`config.mk`:
```
export PLATFORM = sky130hd
export DESIGN_NAME = tjp_cell
export DESIGN_NICKNAME = d
export VERILOG_FILES = /design/src/rtl/core/tjp_pkg.sv /design/src/rtl/core/tjp_cell.sv
export SDC_FILE = /design/constraint.sdc
export NUM_CORES = 1
export LEC_CHECK = 0
export BUFFER_PORTS_ARGS = -buffer_cell sky130_fd_sc_hd__clkbuf_2
export CORE_AREA = 3 3 170 172
export CTS_BUF_LIST = sky130_fd_sc_hd__clkbuf_2
export DETAILED_ROUTE_END_ITERATION = 10
export DIE_AREA = 0 0 173 175
export GPL_TIMING_DRIVEN = 0
export SYNTH_ARGS = -nofsm -noshare
export SYNTH_HDL_FRONTEND = slang
export SYNTH_SLANG_ARGS = --single-unit
```
`constraint.sdc`:
```
create_clock -name clk -period 5.8 [get_ports clk]
set_clock_uncertainty 0.1 [all_clocks]
set_input_delay 0.87 -clock clk [delete_from_list [all_inputs] [get_ports clk]]
set_output_delay 0.87 -clock clk [all_outputs]
set_load 0.01 [all_outputs]
```
`src/rtl/core/tjp_pkg.sv`:
```
// Shared types and constants for the tiered job picker.
`timescale 1ns / 1ps
`default_nettype none
package tjp_pkg;

	localparam int DefQueueDepth = 16;
	localparam int DefMaxParents = 4;
	localparam int DefNumWorkers = 8;
	localparam int ParentSlots   = 4;

	localparam logic       FUNC_PUSH   = 1'b0;
	localparam logic       FUNC_PICK   = 1'b1;
	localparam logic [1:0] ST_DONE     = 2'd0;
	localparam logic [1:0] ST_FULL     = 2'd1;
	localparam logic [1:0] ST_EMPTY    = 2'd2;

	typedef struct packed {
		logic        func;
		logic [15:0] job_key;
		logic [9:0]  batch;
		logic [7:0]  depth;
		logic [7:0]  child_count;
		logic [2:0]  parent_count;
		logic [15:0] parent_key_a;
		logic [15:0] parent_key_b;
		logic [15:0] parent_key_c;
		logic [15:0] parent_key_d;
		logic [2:0]  worker_id;
	} req_t;

	typedef struct packed {
		logic [1:0]  status;
		logic [15:0] picked_key;
		logic [2:0]  picked_worker;
		logic [4:0]  queue_level;
	} rsp_t;

	typedef struct packed {
		logic [15:0]                  key;
		logic [9:0]                   batch;
		logic [7:0]                   depth;
		logic [7:0]                   children;
		logic [2:0]                   pcnt;
		logic [ParentSlots-1:0][15:0] parents;
	} entry_t;

	// Running value handed from cell to cell during a scan.
	typedef struct packed {
		logic        have;
		logic [9:0]  val;
		logic [15:0] key;
	} run_t;

	typedef enum logic [2:0] {
		M_BATCH, M_DEPTH, M_LOC, M_CHILD, M_FIRST, M_FIFO
	} scan_mode_t;

	typedef enum logic [2:0] {
		OP_NONE, OP_PUSH, OP_SCAN, OP_APPLY, OP_REMOVE
	} cell_op_t;

	// Broadcast control from the sequencer to every cell.
	typedef struct packed {
		cell_op_t    op;
		scan_mode_t  mode;
		entry_t      entry;
		run_t        best;
		logic        has_last;
		logic [15:0] last_key;
	} ctl_t;

endpackage
`default_nettype wire

```
`src/rtl/core/tjp_cell.sv`:
```
// One queue slot of the job chain with its share of the selection scans.
`timescale 1ns / 1ps
`default_nettype none
module tjp_cell (
	input  wire logic            clk,
	input  wire logic            arst_n,
	input  wire tjp_pkg::ctl_t   ctl,
	input  wire logic            prev_valid,
	input  wire tjp_pkg::run_t   prev_run,
	input  wire tjp_pkg::entry_t next_entry,
	input  wire logic            next_valid,
	output tjp_pkg::entry_t      entry,
	output logic                 valid,
	output tjp_pkg::run_t        run
);
	import tjp_pkg::*;

	entry_t entry_q;
	logic   valid_q;
	logic   cand_q;
	run_t   run_q;
	run_t   run_next;
	logic   loc;

	assign entry = entry_q;
	assign valid = valid_q;
	assign run   = run_q;

	// Locality: no parents, or one of the stored parents is the worker's last job.
	always_comb begin
		loc = (entry_q.pcnt == 3'd0);
		for (int p = 0; p < ParentSlots; p++) begin
			if (ctl.has_last && (3'(p) < entry_q.pcnt) && (entry_q.parents[p] == ctl.last_key))
				loc = 1'b1;
		end
	end

	// Combine this slot into the running value from the left neighbor.
	always_comb begin
		run_next = prev_run;
		case (ctl.mode)
			M_BATCH: begin
				if (valid_q && (!prev_run.have || entry_q.batch < prev_run.val))
					run_next = '{have: 1'b1, val: entry_q.batch, key: entry_q.key};
			end
			M_DEPTH: begin
				if (cand_q && (!prev_run.have || {2'b0, entry_q.depth} < prev_run.val))
					run_next = '{have: 1'b1, val: {2'b0, entry_q.depth}, key: entry_q.key};
			end
			M_CHILD: begin
				if (cand_q && (!prev_run.have || {2'b0, entry_q.children} > prev_run.val))
					run_next = '{have: 1'b1, val: {2'b0, entry_q.children}, key: entry_q.key};
			end
			M_LOC: begin
				run_next.have = prev_run.have | (cand_q & loc);
			end
			M_FIRST: begin
				if (cand_q && !prev_run.have)
					run_next = '{have: 1'b1, val: '0, key: entry_q.key};
			end
			default: begin
				run_next = prev_run;
			end
		endcase
	end

	// Control state of the slot.
	always_ff @(posedge clk or negedge arst_n) begin
		if (!arst_n) begin
			valid_q <= 1'b0;
			cand_q  <= 1'b0;
		end else begin
			case (ctl.op)
				OP_PUSH: begin
					if (!valid_q && prev_valid)
						valid_q <= 1'b1;
				end
				OP_APPLY: begin
					case (ctl.mode)
						M_BATCH: cand_q <= valid_q && (entry_q.batch == ctl.best.val);
						M_DEPTH: cand_q <= cand_q && ({2'b0, entry_q.depth} == ctl.best.val);
						M_LOC:   cand_q <= ctl.best.have ? (cand_q && loc) : cand_q;
						M_CHILD: cand_q <= cand_q && ({2'b0, entry_q.children} == ctl.best.val);
						M_FIFO:  cand_q <= valid_q;
						default: cand_q <= cand_q;
					endcase
				end
				OP_REMOVE: begin
					// Slots at or behind the picked one move up by one place.
					if (run_q.have)
						valid_q <= next_valid;
				end
				default: begin
					valid_q <= valid_q;
				end
			endcase
		end
	end

	// Payload and running value.
	always_ff @(posedge clk) begin
		if (ctl.op == OP_PUSH && !valid_q && prev_valid)
			entry_q <= ctl.entry;
		if (ctl.op == OP_REMOVE && run_q.have)
			entry_q <= next_entry;
		if (ctl.op == OP_SCAN)
			run_q <= run_next;
	end

endmodule
`default_nettype wire

```
==> flow_summary.ini, run 1 <==
[routing]
routedWlPerCell_um = 21.5
vias = 6757
avgViaCountPerCell = 4.75
drtIter0Drc = 309
drt-total-wl_um = 30500
dr.pass1.iters = 5
antenna_left = 0
drc = 0

[clock_network]
h-tree-depth = 4
clock_path_buffers = 2
ctsResizeCount = 0
cts_tree = done
postCtsSetupBuffers = 0
clkLatencyLatePin_ns = 0.68
root_buffer = clkbuf_2
numCtsBuffers = 17
cts.sinks = 138
path_clk_slew_ns = 0.22

[yosys]
synth_edf_count = 136
async_reset_ff_share_pct = 1.45
synthCells = 592
yosysUniqueCellTypes = 59
synth_warnings = 0
synth-seq-area-share_pct = 52.4
syn-cell-area_um2 = 7880
synthFlopType = edfxtp_1
ys_ff_latch = 138
avgSynthCellArea_um2 = 13.3
synth_nets = 915

[die]
coreArea_um2 = 27600
start_util_pct = 28.5
dieHeight_um = 175
io_pins = 436
rows = 61
dieArea_um2 = 30300
die_w_um = 173

[sta]
tightestPinTransition_ns = 0.914
min_period_ns = 4.07
finalCritPeriodShare_pct = 70.1
max_freq_ghz = 0.246
maxSlewHeadroom_pct = 38.6
finalSetupViolCount = 0
rsz0062_at_grt = no
hold_slack_ns = 0.340
final.setup.worst_slack_ns = 1.73
slew_viol_final = 0
hold_viol_final = 0

[worst_setup_path]
regToRegStartpoint = run[26]
path_max_fanout = 41
crit_arrival_ns = 4.35
rr_worst_depth = 7
r2r_end = entry[63]
worstPathRequired_ns = 6.08
r2r_setup_slack_ns = 1.73
path_class = register to register
critPathCaptureType = register
worstSetupStartpointType = register

[placed_design]
gp_congestion = 0.855
dpl_cell_area_um2 = 10500
placed_cells = 1391
dp_hpwl_um = 25500
io_buffer_count = 417
post-place-ws_ns = 0.928

[power_and_ir_drop]
peakVddDrop_v = 0.000106
powerDensity_nw_per_um2 = 209
leakagePower_uw = 0.00457

[min_path]
holdPathEnd = valid
min_path_cells = 3
hold_start = next_valid
min_path_type = primary input to register

[cells_and_area]
final_cell_mix = 434 x clkbuf_2, 136 x edfxtp_1, 115 x mux2_2
drive_above_1_share_pct = 55.9
nNetsFinal = 1356
fin_area_um2 = 10800
utilization_pct = 39.0
mostFrequentLayoutCell = clkbuf_2
instances_no_fill = 1423
synthToLayoutAreaGrowth_pct = 36.8

[flow_run]
cap_viol_max_count = 0

[global_routing]
grtUsageTotal_pct = 19.6
overflow = 0
grt_pass1_wl_um = 44200
grt_max_degree = 42
antenna_found_initial = 3
grt_pass1_vias = 7187

[status]
status = complete, no violations
[critical path, stage by stage (launching register included)]
cell and delay, ns:
edfxtp_1 0.44, nand2_1 0.08, nor3_1 0.70, clkbuf_1 0.66
clkbuf_1 0.58, nand2b_4 0.61, buf_12 0.29, buf_12 0.27
[worst max path at each step]
stage	from	end	cells past startpoint	slack, ns
floorplan	ctl[156]	entry[0]	4	0.72
global placement	ctl[156]	entry[2]	5	-2.17
detailed placement	ctl[158]	entry[49]	8	0.93
CTS	run[26]	entry[79]	7	1.50
global route	run[26]	entry[63]	7	1.34
finish	run[26]	entry[63]	7	1.73
[cells in the mapped netlist, drive strengths merged (4+ instances only)]
library cell | instances | share of area [%]
edfxtp | 136 | 52
mux2 | 118 | 17
xnor2 | 52 | 5.8
nand2 | 29 | 1.4
xor2 | 28 | 3.1
ha | 24 | 3.8
clkbuf | 17 | 0.81
inv | 15 | 0.71
a21oi | 14 | 0.94
nand4 | 14 | 1.1
o21ai | 13 | 0.83
nand3 | 12 | 0.76
nor4 | 12 | 1.1
nor2 | 11 | 0.73
o31ai | 11 | 1.0
a22oi | 9 | 0.86
o211ai | 9 | 0.86
mux2i | 8 | 1.0
nor3 | 8 | 0.51
a21o | 6 | 0.57
buf | 6 | 0.67
nand2b | 4 | 0.32
o2111ai | 4 | 0.52
[per-layer routing]
metal | routed length, um | track usage (%) | up-vias
met1 | 11800 | 22.0 | 3273
met4 | 425 | 4.46 | 0
met5 | 0 | 0 | -
met3 | 2140 | 5.95 | 25
met2 | 16200 | 36.6 | 304
li1 | - | - | 3155
[where the power goes]
part           internal [uW]  total, uW  switching [uW]
sequential              1140       1180            33.7
clock                    242        651             409
combinational            211        420             209
total                   1600       2250             652
[logic make-up (layout without fill, tap and decap cells)]
logic type,count (synthesis),in the layout,synth area share (%)
AND/OR/NAND/NOR,104,104,7.28
other,0,1,0
multiplexers,126,126,18.0
adder cells (fa/ha/maj),24,24,3.81
flip-flops,138,138,52.4
AO/OA/AOI/OAI,82,82,7.38
XOR/XNOR,80,80,8.89
buffers and inverters,38,490,2.19
[timing repair]
action	4_1_cts	5_1_grt
hold endpoints to repair	2	0
hold buffers	1	0
endpoints found under the setup margin	0	0
[registers in the layout, summed over array words and instances, names as in the netlist]
name / cells
entry: 109
run: 27
valid: 1
cand_q: 1
[stage by stage]
stage / setup TNS (ns) / power, uW
global placement: -235.15 / 1620
global route: 0 / 2360
finish: 0 / 2250
CTS: 0 / 2290
detailed placement: 0 / 1620
floorplan: 0 / 1410
[cell type report]
class / count / area (um2)
Antenna cell: 1 / 2.50
Buffer: 23 / 116
Clock buffer: 17 / 85.1
Clock inverter: 13 / 168
Fill cell: 2776 / 16800
Inverter: 15 / 56.3
Multi-Input combinational cell: 416 / 3590
Sequential cell: 138 / 4130
Tap cell: 378 / 473
Timing Repair Buffer: 422 / 2160
(Power assumes the default switching activity.)
==> run 2, diff against run 1 <==
Clock period 5.8 ns to 4.3 ns, I/O delays scaled along.
==> run 2 against run 1 <==
Effect of this change: the flow now finishes with violations (design-rule violations); utilization rose by 2.6 points; maximum frequency grew 9.1%; clock power increased by 22%; critical path type unchanged.
==> flow_summary.ini, run 2 (same netlist as run 1, synthesis figures left out) <==
[worst_setup_path]
slowest_stage = nand2b_4
path_class = register to register
crit_arrival_ns = 3.99
worstPathRequired_ns = 4.56
cpMostUsedCell = clkbuf_1
path_max_fanout = 66
critPathCaptureType = register
cpPeakStageDelay_ns = 0.69
worstSetupStartpointType = register
cp_cell_sequence = nand2_1, nor3_1, clkbuf_1, clkbuf_1, nand2b_4, buf_16

[clock_network]
ctsHoldBuffers = 5
cts.sinks = 138
numCtsBuffers = 17
ctsResizeCount = 0
postCtsSetupBuffers = 0
root_buffer = clkbuf_2
h-tree-depth = 4
clock_path_buffers = 2
cts_tree = done
clkLatencyLatePin_ns = 0.70
path_clk_slew_ns = 0.28

[die]
dieArea_um2 = 30300
dieHeight_um = 175
start_util_pct = 28.5
die_w_um = 173
io_pins = 436
rows = 61
coreArea_um2 = 27600

[cells_and_area]
synthToLayoutAreaGrowth_pct = 46.1
mostFrequentLayoutCell = clkbuf_2
largest_reg_flops = 109
fin_area_um2 = 11500
fillers = 2695
nNetsFinal = 1432
drive_above_1_share_pct = 52.0
final_cell_mix = 434 x clkbuf_2, 136 x edfxtp_1, 115 x mux2_2

[sta]
min_period_ns = 3.73
maxSlewHeadroom_pct = 37.6
slew_viol_final = 0
finalCritPeriodShare_pct = 86.7
hold_slack_ns = 0.123
finalSetupViolCount = 0
tns_ns = 0
max_freq_ghz = 0.268
tightestPinTransition_ns = 0.936
hold_viol_final = 0
rsz0062_at_grt = no

[routing]
routedWlPerCell_um = 21.0
drc = 2
vias = 7167
dr.pass1.iters = 8
avgViaCountPerCell = 4.77
drt-total-wl_um = 31500
antenna_left = 0
drtIter0Drc = 416

[power_and_ir_drop]
power_uw = 3010
p_switching_uw = 921
switching_share_pct = 30.6
peakVddDrop_v = 0.000156
internal-power_uw = 2090
leakagePower_uw = 0.00486
powerDensity_nw_per_um2 = 262
comb_power_share_pct = 20.9
p_seq_share_pct = 52.8
power.share.clock_pct = 26.3

[global_routing]
grtUsageTotal_pct = 19.7
grt_pass1_vias = 7216
grt_max_degree = 67
grt_pass1_wl_um = 44600
overflow = 0
antenna_found_initial = 3

[placed_design]
dpl_cell_area_um2 = 10500
gp_congestion = 0.866
dp_hpwl_um = 25100
io_buffer_count = 417

[flow_run]
cap_viol_max_count = 0

[status]
failed_checks = design-rule violations
status = finished with violations

[min_path]
min_path_type = primary input to register
## run 2: final timing paths
check | endpoint | start | cells past startpoint | slack, ns
min | entry[49] | ctl[93] | 2 | 0.12
max | entry[64] | run[26] | 6 | 0.57
max reg2reg | entry[64] | run[26] | 6 | 0.57
max in group asynchronous | cand_q | arst_n | 2 | 3.84
min reg2reg | run[9] | entry[102] | 1 | 0.49
min in group asynchronous | valid | arst_n | 2 | 0.16
## run 2: power by group through the flow
stage	clock network (uW)	registers (uW)	logic (uW)
floorplan	0	1630	272
global placement	0	1620	559
global route	867	1600	688
detailed placement	0	1620	570
CTS	826	1590	577
finish	793	1590	631
## run 2: cell type report
cell class / count / area, um2 / share of cell area [%]
Clock inverter: 15 / 138 / 1.20
Inverter: 15 / 56.3 / 0.489
Sequential cell: 138 / 4130 / 35.9
Timing Repair Buffer: 498 / 2920 / 25.3
Multi-Input combinational cell: 416 / 3590 / 31.2
Tap cell: 378 / 473 / 4.11
Buffer: 23 / 116 / 1.01
Antenna cell: 2 / 5.00 / 0.0435
Clock buffer: 17 / 85.1 / 0.739
## run 2: critical path: cells and delay by family (launching register included)
family / cells / cell delay, ns
flops: 1 / 0.41
simple gates: 3 / 1.26
buf+inv: 3 / 1.58
## run 2: layer usage
layer | vias to the layer above | part of all wire (%) | GRT usage (%)
met5 | - | 0.035 | 0
met2 | 358 | 53 | 36.2
li1 | 3315 | - | -
met1 | 3452 | 37 | 22.2
met4 | 2 | 2.2 | 5.54
met3 | 40 | 7.4 | 6.00
## run 2: per-stage QoR
stage | utilization, % | instances | setup slack [ns]
CTS | 39.0 | 1427 | 0.330
finish | 41.7 | 1502 | 0.570
detailed placement | 38.0 | 1390 | -0.0410
floorplan | - | 592 | 0.693
global placement | 37.8 | 1387 | -1.31
global route | 41.7 | 1502 | 0.188
==> run 3, diff against run 2 <==
Settings changed: PLACE_DENSITY from default to 0.57.
==> run 3 against run 2 <==
Effect of this change: the flow now finishes without violations; sequential share of layout area increased by 2.3 points; critical endpoint is now entry[28]; cell count decreased by 4.9%; critical path depth unchanged; maximum frequency decreased by 2.8%.
==> flow_summary.ini, run 3 (same netlist as run 1, synthesis figures left out) <==
[clock_network]
h-tree-depth = 4
postCtsSetupBuffers = 0
cts_tree = done
clock_path_buffers = 2
clkLatencyLatePin_ns = 0.69
root_buffer = clkbuf_2
path_clk_slew_ns = 0.29
numCtsBuffers = 17
cts.sinks = 138

[worst_setup_path]
crit_arrival_ns = 4.07
path_class = register to register
worstPathRequired_ns = 4.54
critPathCaptureType = register
path_max_fanout = 56
worstSetupStartpointType = register

[global_routing]
grtUsageTotal_pct = 19.4
grt_pass1_vias = 7315
overflow = 0
grt_pass1_wl_um = 44100
grt_max_degree = 57
antenna_found_initial = 3

[sta]
hold_viol_final = 0
tightestPinTransition_ns = 0.979
finalSetupViolCount = 0
finalCritPeriodShare_pct = 89.2
maxSlewHeadroom_pct = 34.5
slew_viol_final = 0
rsz0062_at_grt = no
min_period_ns = 3.84
tns_ns = 0
max_freq_ghz = 0.261

[routing]
routedWlPerCell_um = 21.6
dr.pass1.iters = 5
antenna_left = 0
drt-total-wl_um = 30800
drtIter0Drc = 356
avgViaCountPerCell = 4.80
drc = 0
vias = 6853

[die]
die_w_um = 173
start_util_pct = 28.5
dieArea_um2 = 30300
coreArea_um2 = 27600
dieHeight_um = 175
rows = 61
io_pins = 436

[power_and_ir_drop]
leakagePower_uw = 0.00459
powerDensity_nw_per_um2 = 287
peakVddDrop_v = 0.000151

[placed_design]
dp_hpwl_um = 25000
gp_congestion = 0.828
io_buffer_count = 417

[cells_and_area]
utilization_pct = 39.2
fillers = 2806
nNetsFinal = 1357
seqCellArea_um2 = 4130
final_cell_mix = 436 x clkbuf_2, 136 x edfxtp_1, 115 x mux2_2
drive_above_1_share_pct = 56.0
mostFrequentLayoutCell = clkbuf_2
multiInputGateArea_um2 = 3600
largest_reg_flops = 109
synthToLayoutAreaGrowth_pct = 37.4

[flow_run]
cap_viol_max_count = 0

[min_path]
min_path_type = primary input to register

[status]
status = complete, no violations
[run 3: final cells by class]
| cell class | instances | area share, % |
|---|---|---|
| inverters | 15 | 0.520 |
| repair buffers | 422 | 19.9 |
| diodes | 3 | 0.0693 |
| clock buffers | 19 | 0.878 |
| multi-input cells | 417 | 33.2 |
| well taps | 378 | 4.37 |
| clock inverters | 13 | 1.77 |
| plain buffers | 23 | 1.07 |
| flip-flops and latches | 138 | 38.2 |
[run 3: path summary, 6_finish.rpt]
kind	cells after the start	to	startpoint	slack, ns
max in group asynchronous	2	cand_q	arst_n	3.85
hold / removal	2	entry[71]	ctl[115]	0.13
min in group asynchronous	2	valid	arst_n	0.14
hold reg to reg	1	run[7]	entry[100]	0.52
setup / recovery	6	entry[28]	run[26]	0.46
setup reg to reg	6	entry[28]	run[26]	0.46
[run 3: timing repair]
action	4_1_cts	5_1_grt
hold buffers	2	0
setup endpoints to repair	0	18
gates resized for setup	0	0
hold endpoints to repair	3	0
[run 3: where the power goes]
| group | internal [uW] | switching (uW) | total, uW |
|---|---|---|---|
| combinational | 285 | 285 | 570 |
| clock | 394 | 558 | 952 |
| sequential | 1540 | 45.3 | 1590 |
[run 3: metal layers]
metal / GRT usage (%) / vias to the layer above / share of wire, %
met4: 5.68 / 0 / 1.7
met5: 0 / - / 0
met1: 21.5 / 3361 / 38
met2: 36.4 / 307 / 54
met3: 5.15 / 25 / 6.7
li1: - / 3160 / -
[run 3: stage by stage]
stage                     cells  worst slack, ns  instance area, um2  total power [uW]  hold slack (ns)
after floorplan             592            0.693                7890              1900            0.249
after global placement     1387            -1.52               10400              2180            0.357
after detailed placement   1390           -0.295               10500              2190            0.350
after CTS                  1424            0.125               10800              3150           0.0261
after global routing       1428           0.0822               10800              3250          0.00615
final                      1428            0.465               10800              3110            0.134
[run 3: worst max-delay path: stages (launching register included)]
cell	delay, ns
edfxtp_1	0.41
nand2_1	0.06
nor3_1	0.58
clkbuf_1	0.69
clkbuf_1	0.73
nand2b_4	0.57
buf_16	0.31
